$ cat src/sv/slt_pkg.sv
package slt_pkg;

  // default table depth
  localparam int DEPTH_DEF = 16;

  // field widths
  localparam int VAL_W  = 32;
  localparam int POS_W  = 8;
  localparam int CMD_W  = 3;
  localparam int OCC_W  = 5;
  localparam int STAT_W = 2;

  // stream payload widths
  localparam int IN_DATA_W  = VAL_W + POS_W;
  localparam int OUT_DATA_W = VAL_W + 1 + STAT_W + OCC_W;

  // value returned by a get that misses
  localparam logic [VAL_W-1:0] MISS_VALUE = '1;

  typedef enum logic [CMD_W-1:0] {
    CMD_INSERT   = 3'd0,
    CMD_CONTAINS = 3'd1,
    CMD_GET      = 3'd2,
    CMD_REMOVE   = 3'd3,
    CMD_REVERSE  = 3'd4
  } cmd_t;

  typedef enum logic [STAT_W-1:0] {
    STAT_OK    = 2'd0,
    STAT_FULL  = 2'd1,
    STAT_RANGE = 2'd2
  } status_t;

  typedef enum logic [1:0] {
    ST_IDLE,
    ST_SCAN,
    ST_APPLY
  } state_t;

  // control broadcast from the sequencer to every cell
  typedef struct packed {
    logic signed [VAL_W-1:0] val;
    logic [POS_W-1:0]        pos;
    logic                    load_tag;
    logic                    swap_en;
    logic                    parity;
    logic                    ins_en;
    logic                    rm_en;
  } cell_ctrl_t;

endpackage

$ cat src/sv/slt_cell.sv
module slt_cell #(
  parameter int DEPTH = slt_pkg::DEPTH_DEF,
  parameter int IDX   = 0
) (
  input  logic                              clk,
  input  logic                              rst_n,
  input  slt_pkg::cell_ctrl_t               ctl,
  // left neighbor (toward the head)
  input  logic signed [slt_pkg::VAL_W-1:0]  lft_entry,
  input  logic                              lft_valid,
  input  logic [$clog2(DEPTH)-1:0]          lft_tag,
  input  logic                              lft_pre,
  // right neighbor (toward the tail)
  input  logic signed [slt_pkg::VAL_W-1:0]  rgt_entry,
  input  logic                              rgt_valid,
  input  logic [$clog2(DEPTH)-1:0]          rgt_tag,
  input  logic signed [slt_pkg::VAL_W-1:0]  rgt_get,
  input  logic                              rgt_hit,
  // own state and chain outputs
  output logic signed [slt_pkg::VAL_W-1:0]  entry_o,
  output logic                              valid_o,
  output logic [$clog2(DEPTH)-1:0]          tag_o,
  output logic                              pre_o,
  output logic signed [slt_pkg::VAL_W-1:0]  get_o,
  output logic                              hit_o
);
  import slt_pkg::*;

  localparam int TW = $clog2(DEPTH);
  localparam logic [POS_W-1:0] IDX_POS = POS_W'(IDX);
  localparam logic [TW-1:0]    IDX_TAG = TW'(IDX);
  localparam logic             IDX_PAR = 1'(IDX % 2);

  logic signed [VAL_W-1:0] entry_r, entry_nxt;
  logic                    valid_r, valid_nxt;
  logic [TW-1:0]           tag_r, tag_nxt;
  logic                    pre_r, pre_nxt;
  logic signed [VAL_W-1:0] get_r, get_nxt;
  logic                    hit_r, hit_nxt;

  logic fit;
  logic pair_right;
  logic swap_right;
  logic swap_left;

  // slot candidate: empty, or stored entry not less than the value
  assign fit = !valid_r || !($signed(entry_r) < $signed(ctl.val));

  // odd-even transposition pairing for the reverse pass
  assign pair_right = (IDX_PAR == ctl.parity);
  assign swap_right = pair_right && valid_r && rgt_valid && (tag_r < rgt_tag);
  assign swap_left  = !pair_right && valid_r && lft_valid && (lft_tag < tag_r);

  // update stored entry
  always_comb begin
    entry_nxt = entry_r;
    valid_nxt = valid_r;
    tag_nxt   = tag_r;
    if (ctl.load_tag) begin
      tag_nxt = IDX_TAG;
    end
    if (ctl.swap_en) begin
      if (swap_right) begin
        entry_nxt = rgt_entry;
        tag_nxt   = rgt_tag;
      end else if (swap_left) begin
        entry_nxt = lft_entry;
        tag_nxt   = lft_tag;
      end
    end
    if (ctl.ins_en) begin
      if (pre_r) begin
        entry_nxt = lft_entry;
        valid_nxt = lft_valid;
      end else if (fit) begin
        entry_nxt = ctl.val;
        valid_nxt = 1'b1;
      end
    end
    if (ctl.rm_en && (IDX_POS >= ctl.pos)) begin
      entry_nxt = rgt_entry;
      valid_nxt = rgt_valid;
    end
  end

  // advance the search chains one cell per cycle
  always_comb begin
    pre_nxt = lft_pre;
    get_nxt = (IDX_POS == ctl.pos) ? entry_r : rgt_get;
    hit_nxt = (valid_r && (entry_r == ctl.val)) || rgt_hit;
  end

  always_ff @(posedge clk) begin
    if (!rst_n) begin
      valid_r <= 1'b0;
    end else begin
      valid_r <= valid_nxt;
    end
  end

  always_ff @(posedge clk) begin
    entry_r <= entry_nxt;
    tag_r   <= tag_nxt;
    pre_r   <= pre_nxt;
    get_r   <= get_nxt;
    hit_r   <= hit_nxt;
  end

  assign entry_o = entry_r;
  assign valid_o = valid_r;
  assign tag_o   = tag_r;
  assign pre_o   = pre_r | fit;
  assign get_o   = get_r;
  assign hit_o   = hit_r;

endmodule

$ cat src/sv/sorted_list_table_top.sv
// Ordered table of up to DEPTH signed 32-bit values held in a row of cells,
// head first. Commands (in_tuser): insert before the first entry not less
// than the value, contains, get by position, remove by position, reverse.
// Every command runs a scan of the cell chain and then an apply step that
// loads its result into the output register; the next command is taken
// once the sequencer is back in idle, so no new command enters before the
// previous one is applied. The scan length is set by the cell chain: search
// results move one cell per cycle toward the head, the insert slot flag
// moves one cell per cycle toward the tail, and reverse runs DEPTH rounds of
// neighbor swaps. A waiting result does not block the next input transfer,
// but a result still unread when the next scan ends holds that command in
// its apply step until the output register frees. An insert into a full table
// is dropped with status full; remove beyond the stored count reports status
// range; get beyond it returns -1 with hit clear.
module sorted_list_table_top #(
  parameter int DEPTH = slt_pkg::DEPTH_DEF
) (
  input  logic                               clk,
  input  logic                               rst_n,
  input  logic                               in_tvalid,
  output logic                               in_tready,
  // item_value [31:0], position [39:32]
  input  logic [slt_pkg::IN_DATA_W-1:0]      in_tdata,
  // cmd [2:0]
  input  logic [slt_pkg::CMD_W-1:0]          in_tuser,
  output logic                               out_tvalid,
  input  logic                               out_tready,
  // read_value [31:0], hit [32], status [34:33], occupancy [39:35]
  output logic [slt_pkg::OUT_DATA_W-1:0]     out_tdata
);
  import slt_pkg::*;

  localparam int TW   = $clog2(DEPTH);
  localparam int CW   = $clog2(DEPTH + 1);
  localparam int CMPW = (CW > POS_W) ? CW : POS_W;

  state_t                  state_r, state_nxt;
  logic [TW-1:0]           cnt_r, cnt_nxt;
  logic [CW-1:0]           count_r, count_nxt;
  logic [CMD_W-1:0]        cmd_r;
  logic signed [VAL_W-1:0] val_r;
  logic [POS_W-1:0]        pos_r;
  logic                    out_valid_r, out_valid_nxt;
  logic [OUT_DATA_W-1:0]   out_data_r;

  cell_ctrl_t              ctl;
  logic                    accept;
  logic                    last_scan;
  logic                    apply_go;
  logic                    full;
  logic                    in_range;

  logic signed [VAL_W-1:0] rd_value;
  logic                    rd_hit;
  status_t                 rd_status;

  // cell outputs
  logic signed [VAL_W-1:0] ent_w [DEPTH];
  logic                    vld_w [DEPTH];
  logic [TW-1:0]           tag_w [DEPTH];
  logic                    pre_w [DEPTH];
  logic signed [VAL_W-1:0] get_w [DEPTH];
  logic                    hit_w [DEPTH];
  logic [DEPTH-1:0]        vld_vec;

  assign accept    = in_tvalid && in_tready;
  assign last_scan = (cnt_r == TW'(DEPTH - 1));
  assign apply_go  = (state_r == ST_APPLY) && (!out_valid_r || out_tready);
  assign full      = (count_r == CW'(DEPTH));
  assign in_range  = (CMPW'(pos_r) < CMPW'(count_r));

  // next state
  always_comb begin
    state_nxt = state_r;
    case (state_r)
      ST_IDLE:  if (accept)    state_nxt = ST_SCAN;
      ST_SCAN:  if (last_scan) state_nxt = ST_APPLY;
      ST_APPLY: if (apply_go)  state_nxt = ST_IDLE;
      default:  state_nxt = ST_IDLE;
    endcase
  end

  // scan round counter
  assign cnt_nxt = (state_r == ST_SCAN) ? cnt_r + 1'b1 : '0;

  // sequencer outputs
  always_comb begin
    in_tready    = (state_r == ST_IDLE);
    ctl.val      = val_r;
    ctl.pos      = pos_r;
    ctl.load_tag = (state_r == ST_IDLE) && in_tvalid;
    ctl.swap_en  = (state_r == ST_SCAN) && (cmd_r == CMD_REVERSE);
    ctl.parity   = cnt_r[0];
    ctl.ins_en   = apply_go && (cmd_r == CMD_INSERT) && !full;
    ctl.rm_en    = apply_go && (cmd_r == CMD_REMOVE) && in_range;
  end

  // entry count
  always_comb begin
    count_nxt = count_r;
    if (ctl.ins_en) begin
      count_nxt = count_r + 1'b1;
    end else if (ctl.rm_en) begin
      count_nxt = count_r - 1'b1;
    end
  end

  // result fields
  always_comb begin
    rd_value  = '0;
    rd_hit    = 1'b0;
    rd_status = STAT_OK;
    case (cmd_r)
      CMD_INSERT:   if (full) rd_status = STAT_FULL;
      CMD_CONTAINS: rd_hit = hit_w[0];
      CMD_GET: begin
        rd_hit   = in_range;
        rd_value = in_range ? get_w[0] : MISS_VALUE;
      end
      CMD_REMOVE:   if (!in_range) rd_status = STAT_RANGE;
      CMD_REVERSE:  rd_status = STAT_OK;
      default:      rd_status = STAT_OK;
    endcase
  end

  // hold the result until its transfer
  always_comb begin
    out_valid_nxt = out_valid_r;
    if (apply_go) begin
      out_valid_nxt = 1'b1;
    end else if (out_tready) begin
      out_valid_nxt = 1'b0;
    end
  end

  always_ff @(posedge clk) begin
    if (!rst_n) begin
      state_r     <= ST_IDLE;
      cnt_r       <= '0;
      count_r     <= '0;
      out_valid_r <= 1'b0;
    end else begin
      state_r     <= state_nxt;
      cnt_r       <= cnt_nxt;
      count_r     <= count_nxt;
      out_valid_r <= out_valid_nxt;
    end
  end

  always_ff @(posedge clk) begin
    if (accept) begin
      cmd_r <= in_tuser;
      val_r <= in_tdata[VAL_W-1:0];
      pos_r <= in_tdata[VAL_W+POS_W-1:VAL_W];
    end
    if (apply_go) begin
      out_data_r <= {OCC_W'(count_nxt), rd_status, rd_hit, rd_value};
    end
  end

  assign out_tvalid = out_valid_r;
  assign out_tdata  = out_data_r;

  // row of cells
  for (genvar i = 0; i < DEPTH; i++) begin : g_cell
    logic signed [VAL_W-1:0] lft_entry;
    logic                    lft_valid;
    logic [TW-1:0]           lft_tag;
    logic                    lft_pre;
    logic signed [VAL_W-1:0] rgt_entry;
    logic                    rgt_valid;
    logic [TW-1:0]           rgt_tag;
    logic signed [VAL_W-1:0] rgt_get;
    logic                    rgt_hit;

    if (i == 0) begin : g_head
      assign lft_entry = '0;
      assign lft_valid = 1'b0;
      assign lft_tag   = '0;
      assign lft_pre   = 1'b0;
    end else begin : g_left
      assign lft_entry = ent_w[i-1];
      assign lft_valid = vld_w[i-1];
      assign lft_tag   = tag_w[i-1];
      assign lft_pre   = pre_w[i-1];
    end

    if (i == DEPTH - 1) begin : g_tail
      assign rgt_entry = '0;
      assign rgt_valid = 1'b0;
      assign rgt_tag   = '0;
      assign rgt_get   = '0;
      assign rgt_hit   = 1'b0;
    end else begin : g_right
      assign rgt_entry = ent_w[i+1];
      assign rgt_valid = vld_w[i+1];
      assign rgt_tag   = tag_w[i+1];
      assign rgt_get   = get_w[i+1];
      assign rgt_hit   = hit_w[i+1];
    end

    slt_cell #(
      .DEPTH (DEPTH),
      .IDX   (i)
    ) u_cell (
      .clk       (clk),
      .rst_n     (rst_n),
      .ctl       (ctl),
      .lft_entry (lft_entry),
      .lft_valid (lft_valid),
      .lft_tag   (lft_tag),
      .lft_pre   (lft_pre),
      .rgt_entry (rgt_entry),
      .rgt_valid (rgt_valid),
      .rgt_tag   (rgt_tag),
      .rgt_get   (rgt_get),
      .rgt_hit   (rgt_hit),
      .entry_o   (ent_w[i]),
      .valid_o   (vld_w[i]),
      .tag_o     (tag_w[i]),
      .pre_o     (pre_w[i]),
      .get_o     (get_w[i]),
      .hit_o     (hit_w[i])
    );

    assign vld_vec[i] = vld_w[i];
  end

  // checks
  a_count_bound: assert property (@(posedge clk) disable iff (!rst_n)
    count_r <= CW'(DEPTH))
    else $error("entry count beyond depth");

  a_valid_count: assert property (@(posedge clk) disable iff (!rst_n)
    $countones(vld_vec) == int'(count_r))
    else $error("valid cells disagree with entry count");

  a_accept_scan: assert property (@(posedge clk) disable iff (!rst_n)
    accept |=> (state_r == ST_SCAN) && (cnt_r == '0))
    else $error("accepted command did not start a scan");

  a_result_source: assert property (@(posedge clk) disable iff (!rst_n)
    $rose(out_valid_r) |-> $past(state_r) == ST_APPLY)
    else $error("result raised outside the apply step");

endmodule
$ cat config.mk
export PLATFORM = sky130hd
export DESIGN_NAME = sorted_list_table_top
export DESIGN_NICKNAME = d
export VERILOG_FILES = /design/src/sv/slt_pkg.sv /design/src/sv/slt_cell.sv /design/src/sv/sorted_list_table_top.sv
export SDC_FILE = /design/constraint.sdc
export NUM_CORES = 2
export LEC_CHECK = 0
export ABC_CLOCK_PERIOD_IN_PS = 4700
export BUFFER_PORTS_ARGS = -buffer_cell sky130_fd_sc_hd__buf_2
export CORE_UTILIZATION = 40
export CTS_BUF_LIST = sky130_fd_sc_hd__clkbuf_8
export CTS_CLUSTER_DIAMETER = 80
export CTS_CLUSTER_SIZE = 30
export DETAILED_ROUTE_END_ITERATION = 16
export PLACE_DENSITY_LB_ADDON = 0.1
export SYNTH_ARGS = -nofsm -noshare
export SYNTH_HDL_FRONTEND = slang
export SYNTH_SLANG_ARGS = --single-unit
$ cat constraint.sdc
create_clock -name clk -period 4.7 [get_ports clk]
set_input_delay 0.94 -clock clk [delete_from_list [all_inputs] [get_ports clk]]
set_output_delay 0.94 -clock clk [all_outputs]
set_load 0.005 [all_outputs]
==> Word-level counts from Yosys, hierarchy flattened <==
Cells that the tools add are included.
{ "op_classes": {"add_sub_neg": 3, "magnitude_cmp": 48, "n_eq_ne": 42, "mux": 259, "bitwise": 16, "n_reduce_logical": 250} }
{ "op_table": {"columns": ["op", "n"], "rows": [
  ["$mux W32", 124],
  ["$eq A32 B32 Y1", 16],
  ["$lt A32 B32 Y1", 16],
  ["$mux W4", 62],
  ["$logic_and A1 B1 Y1", 129],
  ["$eq A4 B8 Y1 const A", 8],
  ["$ge A4 B8 Y1 const A", 8],
  ["$mux W1", 64],
  ["$lt A4 B4 Y1", 15],
  ["$reduce_bool A3 Y1", 14],
  ["$reduce_bool A2 Y1", 18],
  ["$logic_not A1 Y1", 35],
  ["$reduce_and A2 Y1", 17],
  ["$eq A3 B8 Y1 const A", 4],
  ["$ge A3 B8 Y1 const A", 4],
  ["$logic_or A1 B1 Y1", 32],
  ["$eq A2 B8 Y1 const A", 2],
  ["$ge A1 B8 Y1 const A", 2],
  ["$ge A2 B8 Y1 const A", 2],
  ["$or A1 B1 Y1", 14],
  ["$mux W5", 2],
  ["$eq A1 B8 Y1 const A", 1],
  ["$logic_not A8 Y1", 1],
  ["$lt A8 B5 Y1", 1],
  ["21 further kinds", 27]
]} }
{ "totals": {"reg_bits": 1230, "inputBits": 47, "elab_cells": 722} }

==> Longest topological paths before layout <==
{ "logic_depth": {"ltp_word": 11, "depth_mapped": 13} }

==> Modules after synthesis <==
Synthesis repeated with hierarchy kept, for this count alone.
{ "hier_totals": {"hier_cells": 8277, "area_unflattened_um2": 76596.0} }
{ "modules_own_cells": {"columns": ["mod", "n_inst", "cells_each", "area_each_um2", "seq_area_each_um2"], "rows": [
  ["slt_cell (g_cell[4].u_cell)", 1, 512, 4823.4, 1421.4],
  ["slt_cell (g_cell[1].u_cell)", 1, 501, 4599.4, 1421.4],
  ["slt_cell (g_cell[6].u_cell)", 1, 502, 4599.4, 1421.4],
  ["slt_cell (g_cell[3].u_cell)", 1, 505, 4596.9, 1421.4],
  ["slt_cell (g_cell[12].u_cell)", 1, 500, 4568.1, 1421.4],
  ["slt_cell (g_cell[9].u_cell)", 1, 501, 4565.6, 1421.4],
  ["slt_cell (g_cell[7].u_cell)", 1, 499, 4553.1, 1421.4],
  ["slt_cell (g_cell[8].u_cell)", 1, 505, 4531.8, 1421.4],
  ["slt_cell (g_cell[11].u_cell)", 1, 508, 4525.6, 1421.4],
  ["slt_cell (g_cell[13].u_cell)", 1, 502, 4525.6, 1421.4],
  ["slt_cell (g_cell[15].u_cell)", 1, 505, 4525.6, 1421.4],
  ["slt_cell (g_cell[0].u_cell)", 1, 502, 4520.6, 1421.4],
  ["slt_cell (g_cell[10].u_cell)", 1, 505, 4509.3, 1421.4],
  ["slt_cell (g_cell[2].u_cell)", 1, 503, 4501.8, 1421.4],
  ["+3 rows", null, null, null, null]
]} }

==> Worst setup path after synthesis <==
OpenSTA, ideal clock, no wires.
{ "synth_path": {"kind": "input to register", "start": "input port out_tready", "end": "register g_cell[10].u_cell.entry_r[23]", "t_arrival_ps": 4985, "slack_ps": -407, "stages": 9, "path_buffers": 2, "path_cell_list": "nand2b_1 > nor2b_1 > nand2_1 > nor4b_4 > o21ai_1 > and2_1 > buf_2 > buf_6 > a221o_1"} }
{ "synth_via": {"elab_chain_cells": 6, "elab_cells_between_ends": 9, "cone_classes": "mux: 2; reduce/logical: 7"} }
{ "synth_lines": {"columns": ["element", "line_no", "source"], "rows": [
  ["start: declaration", "sorted_list_table_top.sv:27", "input logic out_tready,"],
  ["$logic_or A1 B1 Y1 *", "sorted_list_table_top.sv:68", "assign apply_go = (state_r == ST_APPLY) && (!out_valid_r || out_tready);"],
  ["$logic_and A1 B1 Y1 *", "sorted_list_table_top.sv:68", null],
  ["via apply_go", "sorted_list_table_top.sv:49", "logic apply_go;"],
  ["$logic_and A1 B1 Y1, on equally long branches (2 in a row)", "sorted_list_table_top.sv:94, sorted_list_table_top.sv:95", null],
  ["$mux W32 or $logic_and A1 B1 Y1 (tied branches)", "slt_cell.sv:71, slt_cell.sv:80", null],
  ["$mux W32 *", "slt_cell.sv:80", "if (ctl.rm_en && (IDX_POS >= ctl.pos)) begin"],
  ["via g_cell[10].u_cell.entry_nxt[23]", "slt_cell.sv:34", "logic signed [VAL_W-1:0] entry_r, entry_nxt;"],
  ["end signal: assignment", "slt_cell.sv:102", "entry_r <= entry_nxt;"],
  ["end: declaration", "slt_cell.sv:34", null]
]} }
Mark *: on every way through the listed nets, which the timed path passes. The rest lies on a longest branch.
A chain may end at the register's enable or synchronous reset.

==> Worst setup path after layout <==
{ "layout_path": {"start": "register val_r[27]", "end": "register g_cell[14].u_cell.entry_r[31]"} }
{ "layout_via": {"elab_chain_cells": 7} }
{ "layout_lines": {"columns": ["element", "line_no", "source"], "rows": [
  ["start: declaration", "sorted_list_table_top.sv:41", "logic signed [VAL_W-1:0] val_r;"],
  ["start signal: assignment", "sorted_list_table_top.sv:153", "val_r <= in_tdata[VAL_W-1:0];"],
  ["$lt A32 B32 Y1", "slt_cell.sv:47", "assign fit = !valid_r || !($signed(entry_r) < $signed(ctl.val));"],
  ["$logic_not A1 Y1", "slt_cell.sv:47", null],
  ["$logic_or A1 B1 Y1", "slt_cell.sv:47", null],
  ["$mux W32", "slt_cell.sv:75", "end else if (fit) begin"],
  ["$mux W32", "slt_cell.sv:72", "if (pre_r) begin"],
  ["$mux W32", "slt_cell.sv:71", "if (ctl.ins_en) begin"],
  ["$mux W32", "slt_cell.sv:80", null],
  ["via g_cell[14].u_cell.entry_nxt[31]", "slt_cell.sv:34", null],
  ["end signal: assignment", "slt_cell.sv:102", null],
  ["end: declaration", "slt_cell.sv:34", null]
]} }
The timed path passes the listed nets, and every way through them passes these cells.

==> impl_metrics.yaml <==
logic_synthesis:
  netlist_top_cells_area: "dfxtp_1 (34%), ha_1 (10%), mux2_2 (7.9%)"
  synth_top_area_share: 0.337
  synth.distinct_cells: 84
  ys.flop_type: "dfxtp_1"
  syn_inst: 7638
  synth_seq_area_share: 0.373
  synthArstFlopShare: 0
  synthesis.area_sq_um: 68200
  synth_edf_count: 83
  ys_seq_elements: 1230
  ys_warn_count: 0
  avgSynthCellArea_sq_um: 8.93
  synth_nets: 8249
  yosys.area.top_type: "dfxtp_1"
finish:
  final_util: 0.437
  drive_gt1_frac: 0.144
  layout.nets: 8137
  area_growth_pct: 8.60
  fillers: 16400
pwr:
  ir_drop_mv: 0.220
  power.leakage_nw: 30.2
  p_per_area_nw_per_um2: 253
timing:
  finalClockSkew_ns: 0.0835
  slew_headroom: 0.183
  timing.final.crit_share: 0.899
  hold_ws_ns: 0.227
  final_max_slew_viol_count: 0
  hold_viol_final: 0
  min_period_ns: 4.23
  tns_ns: 0
  fmax_ghz: 0.237
  worst_pin_slew_ns: 1.23
  final-setup-viol-count: 0
  rsz0062_at_grt: "false"
clock_tree:
  numCtsBuffers: 83
  clockBufferDepth: 3
  cts_sinks: 1230
  htreeDepth: 3
  cts_hold_buf: 0
  cts_setup_buffers: 0
  clk_latency_ns: 0.89
  clock-root-buffer: "clkbuf_8"
  clk_pin_slew_ns: 0.16
  ctsResizeCount: 0
  tritoncts: "built"
critical_path:
  reg2reg_from: "val_r[27]$_DFFE_PP_"
  start_kind: "flop"
  endpoint_kind: "flop"
  critical_path_class: "reg2reg"
  crit_start: "val_r[27]$_DFFE_PP_"
  cp.arrival_ns: 4.91
  cp-endpoint: "g_cell[14].u_cell.entry_o[31]$_DFF_P_"
  rrSetupSlack_ns: 0.47
  cp_max_fo: 32
  reg2reg_to: "g_cell[14].u_cell.entry_o[31]$_DFF_P_"
  cp_data_required_time_ns: 5.39
  reg2reg_depth: 11
die:
  die-height_um: 415
  ios: 89
  core_area_sq_um: 169000
  start_util: 0.403
  fp.dieW_um: 415
  rows: 151
  dieArea_sq_um: 172000
detailed_routing:
  antenna_left: 0
  drc_errors: 0
  vias: 61100
  dr.pass1.iters: 6
  drt-initial-drc-count: 5851
  viasPerCell: 6.22
  wire_per_inst_um: 25.7
  finalWirelength_mm: 253
place:
  io_buffers: 88
  dp_hpwl_mm: 178
  gp_congestion: 0.903
status:
  status: "finished clean"
global_route:
  grtUsageTotal: 0.282
  grt_pass1_wl_mm: 380
  antenna_found_initial: 5
  grt_pass1_vias: 57700
  grt_max_degree: 95
  overflow: 0
worst_hold_path:
  whs_path_depth: 1
  hold_class: "in2reg"
job:
  cap_violations: 0
## area by class of cell
cell class,count,area (sq um),share of cell area
antenna,9,22.5,0.000304
tap,2218,2780,0.0375
timing repair buffer,370,2830,0.0383
clock inverter,64,882,0.0119
inverter,148,558,0.00754
sequential,1230,25500,0.344
clock buffer,87,1200,0.0162
multi-input combinational,5693,40300,0.544
## routing by layer
| metal | vias up | track usage | part of all wire |
|---|---|---|---|
| li1 | 28400 | - | - |
| met3 | 406 | 0.0259 | 0.057 |
| met5 | - | 0 | 0.000051 |
| met4 | 2 | 0.102 | 0.036 |
| met2 | 2336 | 0.446 | 0.45 |
| met1 | 29900 | 0.397 | 0.46 |
## metrics by stage
| stage | setup WS [ns] | total power, mW | cell area, sq um | std cells |
|---|---|---|---|---|
| 6_report | 0.475 | 18.7 | 74000 | 9819 |
| 5_1_grt | 0.226 | 19.4 | 74000 | 9814 |
| 4_1_cts | 0.496 | 18.9 | 74000 | 9810 |
| 3_5_place_dp | 0.540 | 12.3 | 71900 | 9659 |
| 3_3_place_gp | 0.668 | 12.3 | 71900 | 9659 |
| 2_1_floorplan | 0.585 | 11.7 | 68200 | 7638 |
## cells in the mapped netlist, types with 9 or more instances
master	count
inv_1	148
a21oi_1	406
o21a_1	79
buf_2	87
o22ai_1	497
a211oi_1	67
and4_1	16
nor3_1	41
nor2_1	300
ha_1	564
mux2_2	478
nand3b_1	9
a22oi_1	103
o21ai_0	623
nand4_1	92
o31ai_1	35
clkbuf_1	414
dfxtp_1	1147
edfxtp_1	83
mux2i_1	325
and2_1	42
nor2b_1	37
a21boi_0	16
o22a_1	61
nor3b_1	25
a21o_1	57
o2111ai_1	67
a32oi_1	32
or3_1	11
buf_1	58
a221oi_1	19
o21ai_1	70
nor4_1	16
and3_1	9
a22o_1	13
o211ai_1	165
xnor2_1	10
nand3_1	67
a221o_1	29
nand2b_1	17
a31oi_1	11
nand2_1	1046
o21bai_1	19
o221ai_1	128
## worst min path at each step
stage	to	slack, ns	startpoint
6_report	val_r[0]$_DFFE_PP_	0.23	in_tdata[0]
4_1_cts	val_r[0]$_DFFE_PP_	0.15	in_tdata[0]
2_1_floorplan	g_cell[11].u_cell.hit_o$_DFF_P_	0.39	g_cell[12].u_cell.hit_o$_DFF_P_
5_1_grt	val_r[0]$_DFFE_PP_	0.17	in_tdata[0]
3_3_place_gp	g_cell[5].u_cell.hit_o$_DFF_P_	0.41	g_cell[6].u_cell.hit_o$_DFF_P_
3_5_place_dp	g_cell[1].u_cell.hit_o$_DFF_P_	0.40	g_cell[2].u_cell.hit_o$_DFF_P_
## cells in the final DEF, fill, tap and decap left out, drive strengths merged, types with 103 or more instances in the layout
cell type,n
mux2,478
o22ai,497
ha,564
mux2i,325
a21oi,409
inv,180
o21ai,693
dfxtp,1147
o221ai,128
o211ai,166
buf,370
nand2,1046
a22oi,103
nor2,303
## logic make-up (layout without fill, tap and decap cells)
| group | after synthesis | after routing | synth area share |
|---|---|---|---|
| multiplexers | 803 | 803 | 0.127 |
| adder cells (fa/ha/maj) | 564 | 564 | 0.104 |
| other | 0 | 9 | 0 |
| flip-flops | 1230 | 1230 | 0.373 |
| buffers and inverters | 715 | 669 | 0.0416 |
| AND/OR/NAND/NOR | 1759 | 1759 | 0.113 |
| XOR/XNOR | 11 | 11 | 0.00141 |
| AO/OA/AOI/OAI | 2556 | 2556 | 0.241 |
## worst max-delay path: stages (launching register included)
cell      delay [ns]
edfxtp_1        0.42
inv_1           0.48
buf_4           0.27
ha_1            0.27
a21oi_1         0.16
o21ai_0         0.24
a221oi_1        0.35
o31ai_1         0.14
or4_1           0.55
a31oi_2         0.21
or2_2           0.70
o21ai_0         0.21
## where the power goes
group	leakage, nW	switching (mW)	internal (mW)
sequential	10.1	0.153	10.7
combinational	19.1	0.769	0.467
clock	1.03	4.50	2.14
total	30.2	5.42	13.3
## flip-flops by register name, summed over array words and instances (netlist names)
signal / count
state_r: 2
g_cell.u_cell.entry_o: 512
g_cell.u_cell.valid_o: 16
g_cell.u_cell.hit_o: 16
out_tvalid: 1
out_tdata: 40
val_r: 32
pos_r: 8
g_cell.u_cell.get_o: 512
cnt_r: 4
g_cell.u_cell.tag_o: 64
cmd_r: 3
count_r: 5
g_cell.u_cell.pre_r: 15
No activity file was read; power rests on OpenSTA's default activity.
